`src/rtl/core/kvt_pkg.sv`:
```
`timescale 1ns / 1ps

package kvt_pkg;

    // Default sizes of the table.
    localparam int CAPACITY_DEF   = 128;
    localparam int KEY_BITS_DEF   = 64;
    localparam int VALUE_BITS_DEF = 64;

    // Fixed widths of the request and result fields.
    localparam int OPCODE_W = 2;
    localparam int KEY_W    = 64;
    localparam int VALUE_W  = 64;
    localparam int STATUS_W = 3;
    localparam int SLOT_W   = 7;
    localparam int COUNT_W  = 8;

    typedef logic [OPCODE_W-1:0] t_opcode;
    typedef logic [STATUS_W-1:0] t_status;

    localparam t_opcode OP_INSERT = 2'd0;
    localparam t_opcode OP_UPDATE = 2'd1;
    localparam t_opcode OP_DELETE = 2'd2;

    localparam t_status ST_INSERTED  = 3'd0;
    localparam t_status ST_OVERWROTE = 3'd1;
    localparam t_status ST_UPDATED   = 3'd2;
    localparam t_status ST_DELETED   = 3'd3;
    localparam t_status ST_NOT_FOUND = 3'd4;
    localparam t_status ST_FULL      = 3'd5;

    // Commands from the controller to the datapath.
    typedef struct packed {
        logic load;
        logic scan;
        logic commit;
    } t_cmd;

    // Status from the datapath to the controller.
    typedef struct packed {
        logic scan_done;
    } t_sts;

endpackage

```
`src/rtl/core/kvt_ctrl.sv`:
```
`timescale 1ns / 1ps

module kvt_ctrl (
    input  logic          i_clk,
    input  logic          i_rst_n,
    input  logic          start,
    input  kvt_pkg::t_sts i_sts,
    output kvt_pkg::t_cmd o_cmd,
    output logic          busy,
    output logic          o_valid
);

    typedef enum logic [3:0] {
        S_IDLE   = 4'b0001,
        S_SCAN   = 4'b0010,
        S_COMMIT = 4'b0100,
        S_DONE   = 4'b1000
    } t_state;

    t_state r_state;
    t_state n_state;

    always_comb begin
        n_state = r_state;
        o_cmd   = '0;
        case (r_state)
            S_IDLE: begin
                if (start) begin
                    o_cmd.load = 1'b1;
                    n_state    = S_SCAN;
                end
            end
            S_SCAN: begin
                o_cmd.scan = 1'b1;
                if (i_sts.scan_done) begin
                    n_state = S_COMMIT;
                end
            end
            S_COMMIT: begin
                o_cmd.commit = 1'b1;
                n_state      = S_DONE;
            end
            S_DONE: begin
                n_state = S_IDLE;
            end
            default: begin
                n_state = S_IDLE;
            end
        endcase
    end

    always_ff @(posedge i_clk) begin
        if (!i_rst_n) begin
            r_state <= S_IDLE;
        end else begin
            r_state <= n_state;
        end
    end

    assign busy    = (r_state != S_IDLE);
    assign o_valid = (r_state == S_DONE);

endmodule

```
`config.mk`:
```
export PLATFORM = sky130hd
export DESIGN_NAME = kvt_ctrl
export DESIGN_NICKNAME = d
export VERILOG_FILES = /design/src/rtl/core/kvt_pkg.sv /design/src/rtl/core/kvt_ctrl.sv
export SDC_FILE = /design/constraint.sdc
export NUM_CORES = 1
export LEC_CHECK = 0
export ABC_CLOCK_PERIOD_IN_PS = 1700
export BUFFER_PORTS_ARGS = -buffer_cell sky130_fd_sc_hd__buf_2
export CAP_MARGIN = 25
export CORE_AREA = 5 5 42 44
export CTS_CLUSTER_SIZE = 14
export DETAILED_ROUTE_END_ITERATION = 16
export DIE_AREA = 0 0 47 49
export GPL_TIMING_DRIVEN = 1
export PLACE_DENSITY = 0.39
export SYNTH_ARGS = -nofsm -noshare
export SYNTH_HDL_FRONTEND = slang
export SYNTH_SLANG_ARGS = --single-unit
```
`constraint.sdc`:
```
create_clock -name i_clk -period 1.7 [get_ports i_clk]
set_input_delay 0.34 -clock i_clk [delete_from_list [all_inputs] [get_ports i_clk]]
set_output_delay 0.34 -clock i_clk [all_outputs]
set_load 0.005 [all_outputs]
```
==> metrics.md, run 1 <==
| Metric | Value |
|---|---|
| Total Wirelength | `519 um` |
| Via count | `187` |
| Grt peak-use layer | `met3` |
| Synthesized netlist cell count | `19` |
| H-tree depth | `1` |
| Initial DRC Count | `2` |
| Min-delay src | `i_sts` |
| Commonest register cell after synthesis | `dfxtp_1` |
| Leak | `0.1330 nW` |
| Crit path from | `r_state[3]` |
| Die width | `about 47 um` |
| Largest net degree at the start of global routing | `5` |
| Synth cell count leaders | `dfxtp_1 (4), nor2_1 (2), nor4b_2 (2)` |
| Clock-pin slew on the worst setup and hold paths | `about 40 ps` |
| Critical-path maximum fanout | `4` |
| Number of synthesized flops with an enable pin | `0` |
| Largest cells by area after synthesis | `dfxtp_1 (41%), nor4b_2 (15%), or4b_4 (7.0%)` |
| Minimum clock period | `1687 ps` |
| Synth Cell Area | `197.7 um^2` |
| I/O pin count | `9` |
| Synth cell types | `14` |
| Post-Synthesis Net Count | `23` |
| Avg Cell Area, Syn | `10.40 um^2` |
| First-pass GRT wire length | `883 um` |
| Post-synth ARST share | `0` |
| Final clock skew | `5.626 ps` |
| Layout Utilization | `0.2196` |
| R2R Path End | `r_state[2]` |
| Clock Latency Late Sink | `240 ps` |
| Finished Layout Cells | `47` |
| Met3 global-route usage | `0.07380` |
| RePlAce Congestion | `0.7119` |
| Crit path required time | `1360 ps` |
| Worst-margin pin slew | `just under 300 ps` |
| GRT overflow | `0` |
| Cells after DPL | `42` |
| Layout area overhead | `55.70%` |
| GRT met2 Usage | `0.05882` |
| Most common cell in the netlist | `dfxtp_1` |
| WP data arrival | `1350 ps` |
| Dpl hpwl | `between 300 and 400 um` |
| CTS root buf | `clkbuf_4` |
| Synthesis-stage register bit count | `4` |
| Status | `complete, no violations` |
| Post-layout nets | `37` |
| Synth warn | `0` |
| TritonCTS Buffers | `3` |
| Number of flip-flops in the largest register | `4` |
| Worst R2R Path Depth | `3` |
| Largest area contributor in the netlist | `dfxtp_1` |
| Setup TNS | `0 ps` |
| Pre-antenna DRT Iters | `2` |
| Critical path startpoint category | `register` |
| Hold_buf cts | `0` |
| Final setup fails | `0` |
| Vias per cell | `3.979` |
| Clk buf depth | `2` |
| Synth top area share | `0.4051` |
| Starting Density | `0.1411` |
| Hold EP | `r_state[2]` |
| Die area | `2303 um^2` |
| Slew Limit Fails | `0` |
| Post-route ant nets | `0` |
| # port buffers | `8` |
| Reg2reg setup slack | `between 400 and 500 ps` |
| Period utilization | `0.9921` |
| Hold Vio Cnt, Final | `0` |
| Layout cells sized above 1 | `0.6774` |
| Largest registers | `r_state x4` |
| MaxCap Viol Count | `0` |
| Hold depth | `3` |
| Worst setup EP type | `output port` |
| Die Y-Extent | `49 um` |
| CORE AREA | `1401 um^2` |
| Final routed DRC violation total | `0` |
| Number of global-route vias before repair | `199` |
| Row cnt | `14` |
| Worst vdd ir | `0.4911 mV` |
| Sinks on Clock Net | `4` |
| Worst hold path type | `in2reg` |
| Biggest register | `r_state` |
| Power per cell area | `883.3 nW/um^2` |
| TritonCTS clock tree | `done` |
| ANT cells | `0` |
| Seq/Total Area, Yosys | `0.4051` |
| Worst r2r src | `r_state[3]` |
| Crit Path Class | `reg2out` |
| GRT Total Usage | `0.06122` |
| Initial antenna violation count | `0` |
| Worst slew margin | `0.8029` |
| Routing usage on met1 | `0.07018` |
| Achievable Freq | `slightly below 600 MHz` |
| RSZ-0062 raised after global routing | `yes` |
| WL/cell | `11.04 um` |
## cells by family after synthesis
group,after synthesis,synth area share
buf+inv,2,0.05696
simple gates,10,0.4178
flops,4,0.4051
compound gates,3,0.1203
## worst max path at each step
| stage | to | cells after the start |
|---|---|---|
| 5_1_grt | o_cmd[2] | 3 |
| 3_5_place_dp | o_cmd[2] | 3 |
| 6_report | o_cmd[2] | 3 |
| 2_1_floorplan | o_cmd[2] | 2 |
| 4_1_cts | o_cmd[2] | 3 |
| 3_3_place_gp | o_cmd[2] | 3 |
## repair_timing
action	4_1_cts	5_1_grt
endpoints found under the setup margin	1	2
resized for setup	4	2
pin swaps	2	2
endpoints found under the hold margin	0	0
buffers inserted	2	0
## placed cells by master, fill, tap and decap left out
cell      count
nor2_1        2
and2_1        1
or4b_4        1
nor4b_4       1
nor2_4        1
dfxtp_2       2
a21o_1        1
clkbuf_4      3
buf_2         8
buf_4         2
nor2b_1       1
dfxtp_1       1
o21ai_2       1
o21a_1        1
nor4b_1       1
inv_1         1
nor4b_2       1
dfxtp_4       1
nand2_1       1
## through the flow
stage	instance area [um^2]	worst slack [ps]	power, mW	hold WS, ps
global placement	250.2	234.0	0.1457	582.9
detailed placement	250.2	228.0	0.1452	579.7
floorplan	197.7	344.2	0.1296	453.8
finish	307.8	13.45	0.2719	330.6
global route	307.8	-49.18	0.2980	326.3
CTS	296.5	-8.036	0.2772	319.3
## power by group
group / total [mW] / leakage (nW) / internal [mW] / switching (mW)
Sequential: 0.108 / 0.0338 / 0.100 / 0.00769
Combinational: 0.0428 / 0.0853 / 0.0232 / 0.0196
Clock: 0.121 / 0.0138 / 0.0792 / 0.0419
Total: 0.272 / 0.133 / 0.203 / 0.0692
## worst max-delay path, cell delays in order, from the launching register on
cell and delay (ps):
dfxtp_2 310, or4b_4 570, nor2_4 100, buf_2 110
## area by class of cell
| class | instances | area [um^2] |
|---|---|---|
| clock buffers | 3 | 22.52 |
| fillers | 170 | 1094 |
| inverters | 1 | 3.754 |
| multi-input cells | 13 | 120.1 |
| flip-flops and latches | 4 | 86.33 |
| well taps | 16 | 20.02 |
| repair buffers | 10 | 55.05 |
## metal layers
| layer | up-vias | share of wire |
|---|---|---|
| li1 | 90 | - |
| met1 | 82 | 0.42 |
| met2 | 13 | 0.40 |
| met3 | 2 | 0.17 |
| met4 | 0 | 0.0077 |
| met5 | - | 0 |
(Power assumes the default switching activity.)
==> run 2, diff against run 1 <==
- ABC_AREA: unset -> 1
- PLACE_DENSITY: 0.39 -> 0.41
==> run 2 against run 1 <==
Against the previous run:
- worst hold slack gained 33 ps
- area after synthesis up 10%
- critical endpoint unchanged
- cell count rose by 28%
- synthesized cell count increased by 79%
- clock skew is 3.6 ps lower
- final area fell by 4.9%
- global-route usage is 0.91 points lower
- fmax grew 23%
==> metrics.md, run 2 <==
| Metric | Value |
|---|---|
| Starting Density | `0.1554` |
| Clk buf depth | `2` |
| Switching Share | `0.2619` |
| Synth top area share | `0.3678` |
| Final setup fails | `0` |
| Largest registers | `r_state x4` |
| TritonCTS Buffers | `3` |
| Seq/Total Area, Yosys | `0.3678` |
| Power per cell area | `910.9 nW/um^2` |
| Status | `complete, no violations` |
| Largest cells by area after synthesis | `dfxtp_1 (37%), nand3_1 (14%), inv_1 (14%)` |
| Clock Latency Late Sink | `240 ps` |
| Post-synth ARST share | `0` |
| Initial antenna violation count | `0` |
| WL/cell | `8.500 um` |
| Die area | `2303 um^2` |
| Critical path startpoint category | `register` |
| Pre-CTS setup slack | `558.5 ps` |
| Worst slew margin | `0.8517` |
| Part of the power in the clock network | `0.447` |
| CORE AREA | `around 1400 um^2` |
| Area after DPL | `270.3 um^2` |
| Critical-path maximum fanout | `4` |
| Worst hold path type | `in2reg` |
| Critical-path cell list | `inv_2 -> nor2_2 -> nand3_1 -> inv_1 -> buf_2` |
| I/O pin count | `9` |
| Initial DRC Count | `4` |
| # port buffers | `8` |
| Slew Limit Fails | `0` |
| Worst Path Buf+Inv | `3` |
| GRT Total Usage | `0.05215` |
| WP data arrival | `1040 ps` |
| Synth cell count leaders | `inv_1 (8), nand3_1 (6), nand2_1 (5)` |
| Row cnt | `14` |
| Dpl hpwl | `410.6 um` |
| Die width | `47 um` |
| Post-layout nets | `50` |
| Top sig layer | `met3` |
| Sinks on Clock Net | `4` |
| Post-route cell area | `292.8 um^2` |
| Post-Synthesis Net Count | `38` |
| Final clock skew | `roughly 2 ps` |
| Internal power | `0.1969 mW` |
| Via count | `between 200 and 250` |
| Avg Cell Area, Syn | `6.403 um^2` |
| Synth warn | `0` |
| Largest delay contributor family on the critical path | `flip-flops` |
| Post_cts resized | `0` |
| Pre-antenna DRT Iters | `4` |
| Total Wirelength | `between 500 and 600 um` |
| CP max-delay cell | `dfxtp_1` |
| Clock-pin slew on the worst setup and hold paths | `~40 ps` |
| First-pass GRT wire length | `848 um` |
| Post-route ant nets | `0` |
| WP depth | `5` |
| Final routed DRC violation total | `0` |
| Minimum clock period | `1376 ps` |
| RSZ-0062 raised after global routing | `no` |
| GRT overflow | `0` |
| Routed met1 length | `about 240 um` |
| Hold Vio Cnt, Final | `0` |
| Number of flip-flops in the largest register | `4` |
| Worst vdd ir | `0.2826 mV` |
| Worst R2R Path Depth | `4` |
| Die Y-Extent | `49 um` |
| Synth cell types | `11` |
| MaxCap Viol Count | `0` |
| CTS root buf | `clkbuf_4` |
| Crit Path Class | `reg2out` |
| TritonCTS clock tree | `done` |
| Synth Cell Area | `approximately 220 um^2` |
| Commonest register cell after synthesis | `dfxtp_1` |
| Biggest register | `r_state` |
| Worst-margin pin slew | `between 200 and 250 ps` |
| Hold_buf cts | `0` |
| H-tree depth | `1` |
| Leak | `0.1721 nW` |
| Worst setup EP type | `output port` |
| Part of the power in registers | `0.397` |
| Number of global-route vias before repair | `214` |
| Worst path max stage delay | `350 ps` |
| Largest area contributor in the netlist | `dfxtp_1` |
| Synthesized netlist cell count | `34` |
| Synthesis-stage register bit count | `4` |
| Final worst slack | `324.2 ps` |
| ANT cells | `0` |
| Largest net degree at the start of global routing | `7` |
| Comb pwr share | `0.156` |
| Period utilization | `0.8093` |
| Achievable Freq | `726.9 MHz` |
| Commonest non-fill, non-tap cells in the layout | `inv_1 (8), buf_2 (8), nand3_1 (6)` |
| Crit path required time | `~1400 ps` |
| Vias per cell | `between 3 and 4` |
| Most common cell in the netlist | `inv_1` |
| Routed wl met2 | `231 um` |
| Layout cells sized above 1 | `0.3409` |
| Post-CTS setup buffer count | `0` |
| Layout Utilization | `0.2089` |
| Layout area overhead | `34.48%` |
| Hold depth | `4` |
| P_sw | `0.06984 mW` |
| DR WL met3 | `37 um` |
| RePlAce Congestion | `0.6971` |
| Number of synthesized flops with an enable pin | `0` |
| Setup TNS | `0 ps` |
| Total power | `0.2667 mW` |
[run 2: changes by cell type after synthesis, sizes merged, moves of 3 or more]
cell   change
inv        +8
nand2      +4
nand3      +6
nor2       +3
nor4b      -3
[run 2: logic make-up (layout without fill, tap and decap cells)]
kind of cell           Yosys count  count (layout)  synth area share
and+or+nand+nor                 19              19            0.4196
DFF                              4               4            0.3678
AOI/OAI and AO/OA                1               1           0.02297
buffers and inverters           10              20            0.1897
[run 2: final timing paths]
path / startpoint / to / slack [ps]
setup / recovery: r_state[0] / o_cmd[2] / 320
hold / removal: i_rst_n / r_state[0] / 360
setup reg to reg: r_state[1] / r_state[2] / 810
hold reg to reg: r_state[2] / r_state[3] / 570
[run 2: power groups by stage]
stage               Clock, mW  Sequential [mW]  Combinational [mW]
global route            0.131            0.106              0.0476
finish                  0.119            0.106              0.0416
global placement            0            0.107              0.0430
CTS                     0.124            0.106              0.0423
floorplan                   0            0.106              0.0268
detailed placement          0            0.107              0.0421
[run 2: cell type report]
type | instances | area [um^2]
Timing Repair Buffer | 8 | 40.04
Clock buffer | 3 | 22.52
Multi-Input combinational cell | 20 | 96.34
Sequential cell | 4 | 80.08
Inverter | 9 | 33.78
Tap cell | 16 | 20.02
Fill cell | 174 | 1109
[run 2: routing by layer]
layer  vias to the layer above  global-route usage
met4                         0             0.04147
met1                        98             0.06608
li1                        123                   -
met3                         0             0.02214
met5                         -                   0
met2                         7             0.06561
[run 2: tightest hold or removal path: cells and delay by family]
family                 cells  cell delay (ps)
buffers and inverters      2              120
AND/OR/NAND/NOR            2               90
[run 2: metrics by stage]
step / instances / hold slack, ps
after floorplan: 34 / 478.8
after global placement: 57 / 571.4
after detailed placement: 57 / 566.2
after CTS: 60 / 362.7
after global routing: 60 / 388.7
final: 60 / 363.3
